[config.mk]
export PLATFORM = sky130hd
export DESIGN_NAME = charge_connector_lock_controller
export DESIGN_NICKNAME = d
export VERILOG_FILES = /design/src/rtl/core/ccl_pkg.sv /design/src/rtl/core/ccl_step.sv /design/src/rtl/core/charge_connector_lock_controller.sv
export SDC_FILE = /design/constraint.sdc
export NUM_CORES = 1
export LEC_CHECK = 0
export BUFFER_PORTS_ARGS = -buffer_cell sky130_fd_sc_hd__buf_2
export CAP_MARGIN = 20
export CELL_PAD_IN_SITES_DETAIL_PLACEMENT = 0
export CELL_PAD_IN_SITES_GLOBAL_PLACEMENT = 1
export CORE_ASPECT_RATIO = 0.8
export CORE_MARGIN = 8
export CORE_UTILIZATION = 38
export DETAILED_ROUTE_END_ITERATION = 16
export PLACE_DENSITY_LB_ADDON = 0.1
export SYNTH_ARGS = -nofsm -noshare
export SYNTH_HDL_FRONTEND = slang
export SYNTH_SLANG_ARGS = --single-unit
[constraint.sdc]
create_clock -name clk -period 3.6 [get_ports clk]
set_clock_uncertainty 0.15 [all_clocks]
set_input_delay 0.36 -clock clk [delete_from_list [all_inputs] [get_ports clk]]
set_output_delay 0.36 -clock clk [all_outputs]
set_load 0.1 [all_outputs]
[src/rtl/core/ccl_pkg.sv]
// shared types and constants of the charge connector lock controller
package ccl_pkg;

  localparam int unsigned TICK_W = 16;
  localparam int unsigned BMS_W  = 8;
  localparam int unsigned VIFC_W = 16;
  localparam int unsigned CODE_W = 3;
  localparam int unsigned IN_W   = 32;
  localparam int unsigned OUT_W  = 8;

  localparam logic [TICK_W-1:0] RESET_TICKS = 16'd1000;
  localparam logic [TICK_W-1:0] TICKS_MAX   = 16'hFFFF;

  localparam logic [BMS_W-1:0] BMS_ST_1     = 8'h01;
  localparam logic [BMS_W-1:0] BMS_ST_2     = 8'h02;
  localparam logic [BMS_W-1:0] BMS_ST_3     = 8'h03;
  localparam logic [BMS_W-1:0] BMS_ST_RESET = BMS_ST_1;

  localparam logic [VIFC_W-1:0] VIFC_ST_MASK = 16'h3000;

  localparam logic [CODE_W-1:0] CODE_IDLE      = 3'd0;
  localparam logic [CODE_W-1:0] CODE_LOCKING   = 3'd1;
  localparam logic [CODE_W-1:0] CODE_UNLOCKING = 3'd2;
  localparam logic [CODE_W-1:0] CODE_LOCKED    = 3'd3;
  localparam logic [CODE_W-1:0] CODE_UNLOCKED  = 3'd4;

  typedef enum logic [1:0] {
    REG_LOCK_RUN   = 2'd0,
    REG_UNLOCK_RUN = 2'd1,
    REG_FB_DELAY   = 2'd2,
    REG_NONE       = 2'd3
  } reg_idx_t;

  typedef enum logic [4:0] {
    PH_IDLE      = 5'b00001,
    PH_LOCKING   = 5'b00010,
    PH_UNLOCKING = 5'b00100,
    PH_LOCKED    = 5'b01000,
    PH_UNLOCKED  = 5'b10000
  } phase_t;

  typedef struct packed {
    logic [TICK_W-1:0] lock_run_ticks;
    logic [TICK_W-1:0] unlock_run_ticks;
    logic [TICK_W-1:0] feedback_delay_ticks;
  } ccl_cfg_t;

  typedef struct packed {
    phase_t            phase;
    logic [TICK_W-1:0] elapsed_ticks;
    logic              button_prev;
    logic              unlock_latched;
    logic [BMS_W-1:0]  prev_bms_status;
  } ccl_state_t;

  typedef struct packed {
    logic              lock_request;
    logic              charging;
    logic              button_pin;
    logic              feedback_pin;
    logic [BMS_W-1:0]  bms_status;
    logic              bms_valid;
    logic [VIFC_W-1:0] vifc_status;
    logic              vifc_valid;
    logic              self_test_running;
    logic              self_test_pending;
  } ccl_item_t;

  typedef struct packed {
    logic              motor_lock_drive;
    logic              motor_unlock_drive;
    logic [CODE_W-1:0] phase;
    logic              locked_flag;
    logic              lock_failed;
    logic              self_test_request;
  } ccl_res_t;

endpackage

[src/rtl/core/ccl_step.sv]
// one tick of the lock state machine, button latch and self-test detect
module ccl_step (
  input  ccl_pkg::ccl_cfg_t   cfg,
  input  ccl_pkg::ccl_state_t cur,
  input  ccl_pkg::ccl_item_t  item,
  output ccl_pkg::ccl_state_t nxt,
  output ccl_pkg::ccl_res_t   res
);
  import ccl_pkg::*;

  logic              pressed;
  logic              engaged;
  logic              start_ok;
  logic              latched;
  logic [BMS_W-1:0]  bms;
  logic [VIFC_W-1:0] vifc;
  logic              rise;
  logic              ask;
  logic [TICK_W-1:0] elapsed_inc;
  logic              failed;

  always_comb begin
    pressed  = ~item.button_pin;
    engaged  = ~item.feedback_pin;
    start_ok = ~item.charging;
    bms      = item.bms_valid ? item.bms_status : '0;
    vifc     = item.vifc_valid ? item.vifc_status : '0;
    latched  = cur.unlock_latched | (pressed & ~cur.button_prev);

    rise = (cur.prev_bms_status == BMS_ST_1 && bms == BMS_ST_2) ||
           (cur.prev_bms_status == BMS_ST_1 && bms == BMS_ST_3) ||
           (cur.prev_bms_status == BMS_ST_2 && bms == BMS_ST_3);
    ask  = |(vifc & VIFC_ST_MASK);

    // saturating count, the start tick leaves it at zero
    elapsed_inc = (cur.elapsed_ticks == TICKS_MAX) ? cur.elapsed_ticks
                                                   : cur.elapsed_ticks + 1'b1;

    nxt                 = cur;
    nxt.button_prev     = pressed;
    nxt.unlock_latched  = latched;
    nxt.prev_bms_status = bms;
    failed              = 1'b0;

    unique case (cur.phase)
      PH_IDLE: begin
        if (item.lock_request && start_ok) begin
          nxt.phase         = PH_LOCKING;
          nxt.elapsed_ticks = '0;
        end else if (latched && start_ok) begin
          nxt.phase          = PH_UNLOCKING;
          nxt.unlock_latched = 1'b0;
          nxt.elapsed_ticks  = '0;
        end
      end
      PH_LOCKING: begin
        nxt.elapsed_ticks = elapsed_inc;
        if (elapsed_inc >= cfg.lock_run_ticks && elapsed_inc >= cfg.feedback_delay_ticks) begin
          if (engaged) begin
            nxt.phase = PH_LOCKED;
          end else begin
            nxt.phase = PH_IDLE;
            failed    = 1'b1;
          end
        end
      end
      PH_UNLOCKING: begin
        nxt.elapsed_ticks = elapsed_inc;
        if (elapsed_inc >= cfg.unlock_run_ticks) begin
          nxt.phase = PH_UNLOCKED;
        end
      end
      PH_LOCKED: begin
        if (latched && start_ok) begin
          nxt.phase          = PH_UNLOCKING;
          nxt.unlock_latched = 1'b0;
          nxt.elapsed_ticks  = '0;
        end
      end
      PH_UNLOCKED: begin
        if (item.lock_request && start_ok) begin
          nxt.phase         = PH_LOCKING;
          nxt.elapsed_ticks = '0;
        end
      end
      default: begin
        nxt.phase = cur.phase;
      end
    endcase

    res.motor_lock_drive   = (nxt.phase == PH_LOCKING);
    res.motor_unlock_drive = (nxt.phase == PH_UNLOCKING);
    res.locked_flag        = (nxt.phase == PH_LOCKED);
    res.lock_failed        = failed;
    res.self_test_request  = (bms != cur.prev_bms_status) && rise && ask &&
                             !item.self_test_running && !item.self_test_pending;
    unique case (nxt.phase)
      PH_IDLE:      res.phase = CODE_IDLE;
      PH_LOCKING:   res.phase = CODE_LOCKING;
      PH_UNLOCKING: res.phase = CODE_UNLOCKING;
      PH_LOCKED:    res.phase = CODE_LOCKED;
      PH_UNLOCKED:  res.phase = CODE_UNLOCKED;
      default:      res.phase = CODE_IDLE;
    endcase
  end

endmodule

[src/rtl/core/charge_connector_lock_controller.sv]
// A transferred tick item waits in the input register; its result is then
// offered from the result register. Throughput: one tick item per cycle
// unless the output stalls; the state registers update in the same cycle the
// item moves into the result register, so ticks follow back to back.
// Reset (rst_n low, synchronous): phase idle, elapsed count zero, button not
// pressed, no latched unlock, previous battery status 0x01, all timers 1000.
module charge_connector_lock_controller (
  input  logic        clk,
  input  logic        rst_n,
  // lock_request[0] charging[1] button_pin[2] feedback_pin[3] bms_status[11:4]
  // bms_valid[12] vifc_status[28:13] vifc_valid[29] self_test_running[30]
  // self_test_pending[31]
  input  logic [31:0] in_tdata,
  input  logic        in_tvalid,
  output logic        in_tready,
  // motor_lock_drive[0] motor_unlock_drive[1] phase[4:2] locked_flag[5]
  // lock_failed[6] self_test_request[7]
  output logic [7:0]  out_tdata,
  output logic        out_tvalid,
  input  logic        out_tready,
  input  logic        cfg_psel,
  input  logic        cfg_penable,
  input  logic        cfg_pwrite,
  input  logic [3:0]  cfg_paddr,
  input  logic [31:0] cfg_pwdata,
  output logic [31:0] cfg_prdata,
  output logic        cfg_pready
);
  import ccl_pkg::*;

  ccl_cfg_t   cfg_r;
  ccl_state_t state_r;
  ccl_state_t state_nxt;
  ccl_item_t  item_r;
  ccl_item_t  item_in;
  ccl_res_t   res_nxt;
  logic       in_valid_r;
  logic       out_valid_r;
  logic [OUT_W-1:0] out_data_r;
  logic       advance;
  logic       cfg_wr;
  reg_idx_t   cfg_idx;

  assign cfg_pready = 1'b1;
  assign cfg_wr     = cfg_psel & cfg_penable & cfg_pwrite & cfg_pready;
  assign cfg_idx    = reg_idx_t'(cfg_paddr[3:2]);

  always_comb begin
    unique case (cfg_idx)
      REG_LOCK_RUN:   cfg_prdata = {16'd0, cfg_r.lock_run_ticks};
      REG_UNLOCK_RUN: cfg_prdata = {16'd0, cfg_r.unlock_run_ticks};
      REG_FB_DELAY:   cfg_prdata = {16'd0, cfg_r.feedback_delay_ticks};
      default:        cfg_prdata = '0;
    endcase
  end

  always_ff @(posedge clk) begin
    if (!rst_n) begin
      cfg_r.lock_run_ticks       <= RESET_TICKS;
      cfg_r.unlock_run_ticks     <= RESET_TICKS;
      cfg_r.feedback_delay_ticks <= RESET_TICKS;
    end else if (cfg_wr) begin
      unique case (cfg_idx)
        REG_LOCK_RUN:   cfg_r.lock_run_ticks       <= cfg_pwdata[15:0];
        REG_UNLOCK_RUN: cfg_r.unlock_run_ticks     <= cfg_pwdata[15:0];
        REG_FB_DELAY:   cfg_r.feedback_delay_ticks <= cfg_pwdata[15:0];
        default:        ;
      endcase
    end
  end

  always_comb begin
    item_in.lock_request      = in_tdata[0];
    item_in.charging          = in_tdata[1];
    item_in.button_pin        = in_tdata[2];
    item_in.feedback_pin      = in_tdata[3];
    item_in.bms_status        = in_tdata[11:4];
    item_in.bms_valid         = in_tdata[12];
    item_in.vifc_status       = in_tdata[28:13];
    item_in.vifc_valid        = in_tdata[29];
    item_in.self_test_running = in_tdata[30];
    item_in.self_test_pending = in_tdata[31];
  end

  // item leaves the input register when the result register is free or drains
  assign advance   = in_valid_r & (~out_valid_r | out_tready);
  assign in_tready = ~in_valid_r | advance;

  ccl_step u_step (
    .cfg  (cfg_r),
    .cur  (state_r),
    .item (item_r),
    .nxt  (state_nxt),
    .res  (res_nxt)
  );

  always_ff @(posedge clk) begin
    if (!rst_n) begin
      in_valid_r <= 1'b0;
    end else if (in_tready) begin
      in_valid_r <= in_tvalid;
    end
  end

  always_ff @(posedge clk) begin
    if (in_tready && in_tvalid) begin
      item_r <= item_in;
    end
  end

  always_ff @(posedge clk) begin
    if (!rst_n) begin
      state_r.phase           <= PH_IDLE;
      state_r.elapsed_ticks   <= '0;
      state_r.button_prev     <= 1'b0;
      state_r.unlock_latched  <= 1'b0;
      state_r.prev_bms_status <= BMS_ST_RESET;
    end else if (advance) begin
      state_r <= state_nxt;
    end
  end

  always_ff @(posedge clk) begin
    if (!rst_n) begin
      out_valid_r <= 1'b0;
    end else if (advance) begin
      out_valid_r <= 1'b1;
    end else if (out_tready) begin
      out_valid_r <= 1'b0;
    end
  end

  always_ff @(posedge clk) begin
    if (advance) begin
      out_data_r <= {res_nxt.self_test_request, res_nxt.lock_failed, res_nxt.locked_flag,
                     res_nxt.phase, res_nxt.motor_unlock_drive, res_nxt.motor_lock_drive};
    end
  end

  assign out_tdata  = out_data_r;
  assign out_tvalid = out_valid_r;

  a_state_holds: assert property (@(posedge clk) disable iff (!rst_n)
    !advance |=> $stable(state_r))
    else $error("state changed without a tick transfer");

  a_fail_from_locking: assert property (@(posedge clk) disable iff (!rst_n)
    advance && res_nxt.lock_failed |-> state_r.phase == PH_LOCKING)
    else $error("lock failure outside the locking phase");

  a_motors_exclusive: assert property (@(posedge clk) disable iff (!rst_n)
    out_valid_r |-> !(out_data_r[0] && out_data_r[1]))
    else $error("both motors driven");

  a_result_kept: assert property (@(posedge clk) disable iff (!rst_n)
    out_valid_r && !out_tready |=> out_valid_r && $stable(out_data_r))
    else $error("stalled result lost");

  a_run_starts_at_zero: assert property (@(posedge clk) disable iff (!rst_n)
    advance && state_r.phase != PH_LOCKING && state_nxt.phase == PH_LOCKING
    |=> state_r.elapsed_ticks == '0)
    else $error("lock run started with nonzero count");

endmodule
==> flow_metrics.py, run 1 <==
metrics = {
    "place": {
        "place_ws_ns": -0.181,
        "portBuffers": 68,
        "place.gp.congestion": 0.874,
        "hpwlAfterDp_um": 13500,
    },
    "timing": {
        "min_period_over_period_pct": 99.4,
        "finalCriticalPeriod_ns": 3.58,
        "rsz0062_at_grt": "yes",
        "clock.fmax_mhz": 280,
        "final.setup.worst_slack_ns": 0.0233,
        "finalMaxSlewViolations": 0,
        "worst_slew_pin_slew_ns": 0.866,
        "timing_hold_violations_final": 0,
        "slew_headroom_pct": 42.2,
        "setup_viol": 0,
    },
    "die": {
        "die_area_mm2": 0.0211,
        "rows": 42,
        "core_area_mm2": 0.0164,
        "die_h_um": 132,
        "start_util_pct": 38.6,
        "fp.dieW_um": 161,
        "ios": 118,
    },
    "clocking": {
        "htreeDepth": 3,
        "cts_root_buf": "clkbuf_16",
        "cts_sinks": 107,
        "clock_path_buffers": 2,
        "cts_made_buffers": 9,
        "clk_pin_slew_worst_paths_ns": 0.08,
        "insertion_delay_ns": 0.36,
        "cts_tree": "done",
    },
    "finish": {
        "syn_to_final_growth_pct": 22.4,
        "drive_above_1_share_pct": 24.0,
        "fillers": 1589,
        "diodes": 0,
        "finish.net_count": 978,
    },
    "hold_path": {
        "holdCritStartpoint": "in_tdata[26]",
        "hold_end": "item_r[16]",
        "min_path_type": "input pin to flop",
        "min_delay_path_depth": 1,
    },
    "synth": {
        "avgSynthCellArea_um2": 8.48,
        "synth_ff_type": "dfxtp_1",
        "synth_top_area_share_pct": 25.5,
        "synth_edf_count": 26,
        "synth-seq-area-share_pct": 37.8,
        "synth.cell_area_mm2": 0.00635,
        "synth_top_area_cell": "dfxtp_1",
        "ys_ff_latch": 107,
        "synth-async-reset-ratio_pct": 0,
        "ys.warnings.count": 0,
        "syn_inst": 749,
        "synth_cell_type_count": 70,
        "synth.area.top_cells": "dfxtp_1 26%, edfxtp_1 12%, ha_1 9.6%",
    },
    "grt": {
        "grt_pass1_wl_um": 29300,
        "grt_antenna_before_repair": 0,
        "globalRouteTotalUtil_pct": 17.0,
        "grt_max_degree": 46,
        "grt_overflow": 0,
        "grt_pass1_vias": 5427,
    },
    "setup_path": {
        "worstSetupPathType": "flop to flop",
        "ff2ff_setup_slack_ns": 0.02,
        "crit_path_end_kind": "flop",
        "r2r_start": "state_r[19]",
        "worstPathRequired_ns": 3.56,
        "reg2reg_to": "out_tdata[3]",
        "start_kind": "flop",
        "crit_arrival_ns": 3.53,
        "path_max_fanout": 5,
        "r2r_cells": 13,
    },
    "pwr": {
        "p_per_area_mw_per_mm2": 350,
        "power_switching_w": 0.000820,
        "swShare_pct": 30.1,
        "combinationalPowerShare_pct": 13.3,
        "clockPowerShare_pct": 39.3,
        "seqPwrFrac_pct": 47.4,
        "power_w": 0.00273,
        "peakVddDrop_uv": 200,
        "intPower_w": 0.00191,
        "p_leak_nw": 3.29,
    },
    "route": {
        "drcViolationCount": 0,
        "vias": 5548,
        "route.detailed.wl_per_inst_um": 16.7,
        "drt_iter0_markers": 374,
        "drt_wl_total_um": 18000,
        "first_pass_iters": 5,
        "viasPerCell": 5.14,
        "postRouteAntennaNets": 0,
    },
    "run": {
        "drv_cap": 0,
    },
    "status": {
        "status": "finished, final reports clean",
    },
}
## synthesized netlist by cell type, types with 4 or more instances
cell type,count
nor3_1,9
o211ai_1,24
dfxtp_1,81
mux2i_1,17
mux2_2,4
nand3_1,30
nand2_1,144
nand2b_1,6
buf_6,6
nor4_1,4
o21ai_0,30
a21oi_1,63
xnor2_1,8
a21o_1,6
o2bb2ai_1,4
nor3b_1,4
nor2_1,25
edfxtp_1,26
o21a_1,4
or3_1,11
inv_1,56
o21ai_1,6
xor2_1,5
a31oi_1,4
nand4_1,12
clkbuf_1,21
a211oi_1,5
ha_1,49
buf_4,18
buf_2,8
## layout make-up
| type | count | area, um2 | area share [%] |
|---|---|---|---|
| inverter | 58 | 218 | 2.80 |
| multi-input combinational | 543 | 3700 | 47.6 |
| clock inverter | 7 | 91.3 | 1.17 |
| tap | 220 | 275 | 3.54 |
| sequential | 107 | 2410 | 30.9 |
| clock buffer | 9 | 225 | 2.90 |
| timing repair buffer | 135 | 860 | 11.1 |
## placed cells by master, fill, tap and decap left out, types with 4 or more instances in the layout
cell / instances
xnor2_2: 6
o2bb2ai_1: 4
a31oi_1: 4
mux2i_1: 17
ha_1: 43
o211ai_1: 24
dlygate4sd3_1: 5
inv_1: 56
a21o_1: 6
o21a_1: 4
nor2_1: 24
nor4_1: 4
clkbuf_16: 9
nand4_1: 12
nor3_1: 8
buf_2: 68
a21oi_1: 62
nand2b_1: 6
or3_1: 9
nand3_2: 4
ha_4: 6
a211oi_1: 4
nand2_2: 4
o21ai_0: 20
xor2_1: 4
o21ai_1: 16
edfxtp_1: 26
conb_1: 17
dfxtp_1: 78
nand2_1: 140
nand3_1: 27
buf_4: 61
## kinds of logic after synthesis
kind of cell	Yosys count	share of synthesized area, %
buffers and inverters	114	8.68
AND/OR/NAND/NOR	270	20.5
other	2	0.118
adder cells (fa/ha/maj)	49	9.65
multiplexers	21	3.39
flip-flops	107	37.8
AO/OA/AOI/OAI	173	18.1
XOR/XNOR	13	1.79
## registers in the layout, summed over array words and instances, names as in the netlist
name        cells
out_tdata       8
cfg_r          48
in_valid_r      1
state_r        31
out_tvalid      1
item_r         18
## critical path: stages, from the launching register on
cell	delay, ns
dfxtp_1	0.32
and3_1	0.18
and4_4	0.22
buf_4	0.16
a211oi_4	0.28
nand3_2	0.15
xnor2_2	0.28
ha_1	0.33
nand4_1	0.15
or3_4	0.14
o32ai_2	0.06
or4_4	0.60
a31oi_4	0.21
o21ai_1	0.10
## metal layers
layer  vias up  wire [um]  global-route usage, %
met1      2593       9560                   25.5
li1       2816          -                      -
met3        13        865                   3.43
met4         0        125                   3.99
met2       126       7470                   24.3
met5         -          0                      0
## power by group through the flow
| stage | registers, W | clock network [W] | logic (W) |
|---|---|---|---|
| 6_report | 0.00129 | 0.00107 | 0.000362 |
| 5_1_grt | 0.00130 | 0.00115 | 0.000386 |
| 4_1_cts | 0.00129 | 0.00110 | 0.000357 |
| 3_5_place_dp | 0.00132 | 0 | 0.000356 |
| 3_3_place_gp | 0.00132 | 0 | 0.000352 |
| 2_1_floorplan | 0.00134 | 0 | 0.000268 |
## per-stage QoR
stage	setup TNS [ns]	cell area [um2]	util, %	instances	hold WS, ns
final	0	7780	47.3	1079	0.0177
after global routing	-0.140	7780	47.3	1079	0.000213
after CTS	-0.00375	7510	45.6	1070	0.00321
after detailed placement	-0.790	7110	43.3	1051	0.296
after global placement	-0.614	7110	43.3	1051	0.290
after floorplan	0	6410	-	764	0.282
## repair_timing
action / in CTS / in global routing
buffers inserted: 3 / 4
pin swaps: 5 / 17
resized for setup: 9 / 32
hold buffers: 0 / 5
endpoints found under the setup margin: 10 / 11
cloned: 0 / 0
endpoints found under the hold margin: 0 / 5
## worst max-delay path by stage
| stage | from | slack [ns] | cells past startpoint | endpoint |
|---|---|---|---|---|
| floorplan | state_r[13] | 0.1 | 14 | out_tdata[2] |
| global placement | state_r[10] | -0.16 | 12 | out_tdata[3] |
| detailed placement | state_r[10] | -0.18 | 13 | out_tdata[3] |
| CTS | state_r[10] | -0.004 | 15 | out_tdata[2] |
| global route | state_r[19] | -0.06 | 13 | out_tdata[3] |
| finish | state_r[19] | 0.02 | 13 | out_tdata[3] |
Power figures use the tool's default switching activity.
==> run 2, diff against run 1 <==
ABC_AREA = 1   (was not set)
CORE_UTILIZATION = 37   (was 38)
==> flow_metrics.py, run 2 <==
metrics = {
    "route": {
        "first_pass_iters": 5,
        "drt_wl_total_um": 17100,
        "route.detailed.wl_per_inst_um": 15.5,
        "vias": 5506,
        "drcViolationCount": 0,
        "drt_iter0_markers": 306,
        "viasPerCell": 4.99,
        "postRouteAntennaNets": 0,
    },
    "timing": {
        "worst_hold_slack_ns": 0.0185,
        "rsz0062_at_grt": "yes",
        "slew_headroom_pct": 44.6,
        "finalSetupTns_ns": 0,
        "finalMaxSlewViolations": 0,
        "min_period_over_period_pct": 90.3,
        "clock.fmax_mhz": 308,
        "timing_hold_violations_final": 0,
        "finalCriticalPeriod_ns": 3.25,
        "setup_viol": 0,
        "worst_slew_pin_slew_ns": 0.831,
    },
    "synth": {
        "synth_top_area_cell": "dfxtp_1",
        "synth.top_cells.by_count": "169 x nand2_1, 114 x inv_1, 81 x dfxtp_1",
        "synth-seq-area-share_pct": 38.9,
        "synth_edf_count": 26,
        "avgSynthCellArea_um2": 7.62,
        "synth_cell_type_count": 39,
        "yosysMostFrequentCell": "nand2_1",
        "synth_top_area_share_pct": 26.3,
        "synth-async-reset-ratio_pct": 0,
        "synth.cell_area_mm2": 0.00617,
        "syn_inst": 810,
        "synth.area.top_cells": "dfxtp_1 26%, edfxtp_1 13%, nand2_1 10%",
        "synth_ff_type": "dfxtp_1",
        "ys_ff_latch": 107,
        "ys.warnings.count": 0,
    },
    "grt": {
        "globalRouteTotalUtil_pct": 16.3,
        "grt_pass1_wl_um": 27600,
        "grt_max_degree": 70,
        "grt_overflow": 0,
        "grtUsageMet2_pct": 24.1,
        "busiest_layer": "met2",
        "grt_pass1_vias": 5265,
        "met1_usage_pct": 23.5,
        "grtUsageMet3_pct": 3.40,
        "grt_antenna_before_repair": 0,
    },
    "setup_path": {
        "crit_family": "simple AND/OR/NAND/NOR gates",
        "crit_path_end_kind": "flop",
        "slowest_delay_ns": 0.41,
        "crit_arrival_ns": 3.20,
        "path_max_fanout": 10,
        "crit_path_top_delay_cell": "dfxtp_2",
        "start_kind": "flop",
        "crit_chain": "ha_2 -> nand2_1 -> nor2_2 -> nand3_1 -> nor2_4 -> inv_2 -> nand2_1 -> ha_1 -> nand2_1 -> inv_1 -> nand2_1 -> nor2_1 -> nor2_1 -> nand2_1 -> nand2_1 -> nand2_1 -> nand4_1 -> and2_2 -> nand4_1",
        "cp_num_buf_inv": 2,
        "crit_top_cell": "nand2_1",
        "worstPathRequired_ns": 3.55,
        "worstSetupPathType": "flop to flop",
    },
    "finish": {
        "fillers": 1687,
        "final_common_cell": "nand2_1",
        "diodes": 0,
        "syn_to_final_growth_pct": 14.7,
        "top_register": "cfg_r",
        "largest_reg_flops": 48,
        "drive_above_1_share_pct": 13.6,
        "finish.net_count": 1002,
        "reg.largest.list": "cfg_r: 48 flops, state_r: 31 flops, item_r: 18 flops",
        "layout_common_cells": "168 x nand2_1, 114 x inv_1, 80 x dfxtp_1",
    },
    "hold_path": {
        "min_path_type": "input pin to flop",
    },
    "pwr": {
        "peakVddDrop_uv": 226,
        "p_per_area_mw_per_mm2": 398,
        "intPower_w": 0.00189,
        "swShare_pct": 33.0,
        "power_switching_w": 0.000931,
        "clockPowerShare_pct": 36.9,
        "seqPwrFrac_pct": 46.3,
        "combinationalPowerShare_pct": 16.8,
        "p_leak_nw": 3.37,
    },
    "status": {
        "status": "finished, final reports clean",
    },
    "die": {
        "start_util_pct": 37.5,
        "die_area_mm2": 0.0211,
        "die_h_um": 132,
        "rows": 42,
        "core_area_mm2": 0.0164,
        "fp.dieW_um": 160,
        "ios": 118,
    },
    "clocking": {
        "clk_pin_slew_worst_paths_ns": 0.08,
        "cts_made_buffers": 9,
        "htreeDepth": 3,
        "cts_sinks": 107,
        "cts_tree": "done",
        "clock_path_buffers": 2,
        "insertion_delay_ns": 0.36,
        "cts_root_buf": "clkbuf_16",
    },
    "run": {
        "drv_cap": 0,
    },
    "place": {
        "hpwlAfterDp_um": 12600,
        "place.gp.congestion": 0.876,
        "portBuffers": 68,
    },
}
run 2: changes by cell type after synthesis, moves of 8 or more:
cell / change
nor2_1: +22
buf_2: -8
a21oi_1: +13
mux2i_1: -16
o221ai_1: +16
o21ai_0: +27
nand2_1: +25
inv_1: +58
or3_1: -11
run 2: final timing paths:
check	start	endpoint	cells after the start	slack [ns]
worst max-delay path	state_r[10]	out_tdata[2]	19	0.35
worst min-delay path	in_tdata[30]	item_r[1]	1	0.02
worst max register to register	state_r[10]	out_tdata[2]	19	0.35
worst min register to register	item_r[29]	state_r[9]	1	0.33
run 2: power by group through the flow:
stage	sequential (W)	clock, W	combinational (W)
2_1_floorplan	0.00136	0	0.000348
3_3_place_gp	0.00133	0	0.000462
3_5_place_dp	0.00133	0	0.000465
4_1_cts	0.00130	0.00107	0.000470
5_1_grt	0.00131	0.00112	0.000510
6_report	0.00131	0.00104	0.000472
run 2: routing by layer:
metal,wire length (um),part of all wire (%)
met5,0,0
met4,213,1.2
met3,867,5.1
met2,7080,41
met1,8960,52
run 2: layout make-up:
cell class	count	area, um2	share of cell area [%]
clock buffer	9	225	3.18
clock inverter	7	86.3	1.22
inverter	119	447	6.31
multi-input combinational	557	3170	44.8
sequential	107	2400	34.0
tap	220	275	3.89
timing repair buffer	84	470	6.65
run 2: logic make-up after synthesis:
| group | share of synthesized area, % |
|---|---|
| flip-flops | 38.9 |
| buffers and inverters | 11.1 |
| XOR/XNOR | 1.70 |
| other | 0.122 |
| adder cells (fa/ha/maj) | 9.93 |
| AND/OR/NAND/NOR | 20.7 |
| multiplexers | 0.162 |
| AO/OA/AOI/OAI | 17.4 |
run 2: timing repair:
item,in CTS,in global routing
hold buffers,4,0
gates resized for setup,0,7
buffers inserted,0,2
hold endpoints to repair,4,0
setup endpoints to repair,0,10
run 2: metrics by stage:
step                util [%]  instance area, um2  power (W)  std cells  worst slack [ns]
floorplan                  -                6230    0.00171        825             0.554
global placement        40.6                6680    0.00179       1081             0.225
detailed placement      40.6                6680    0.00180       1081             0.236
CTS                     42.8                7030    0.00284       1101             0.215
global route            43.0                7080    0.00294       1103           0.00104
finish                  43.0                7080    0.00282       1103             0.351
run 2: worst reg2reg max path: cells and delay by family, from the launching register on:
| family | cells | cell delay [ns] |
|---|---|---|
| buffers and inverters | 2 | 0.17 |
| adder cells (fa/ha/maj) | 2 | 0.53 |
| AND/OR/NAND/NOR | 15 | 1.75 |
| flip-flops | 1 | 0.41 |
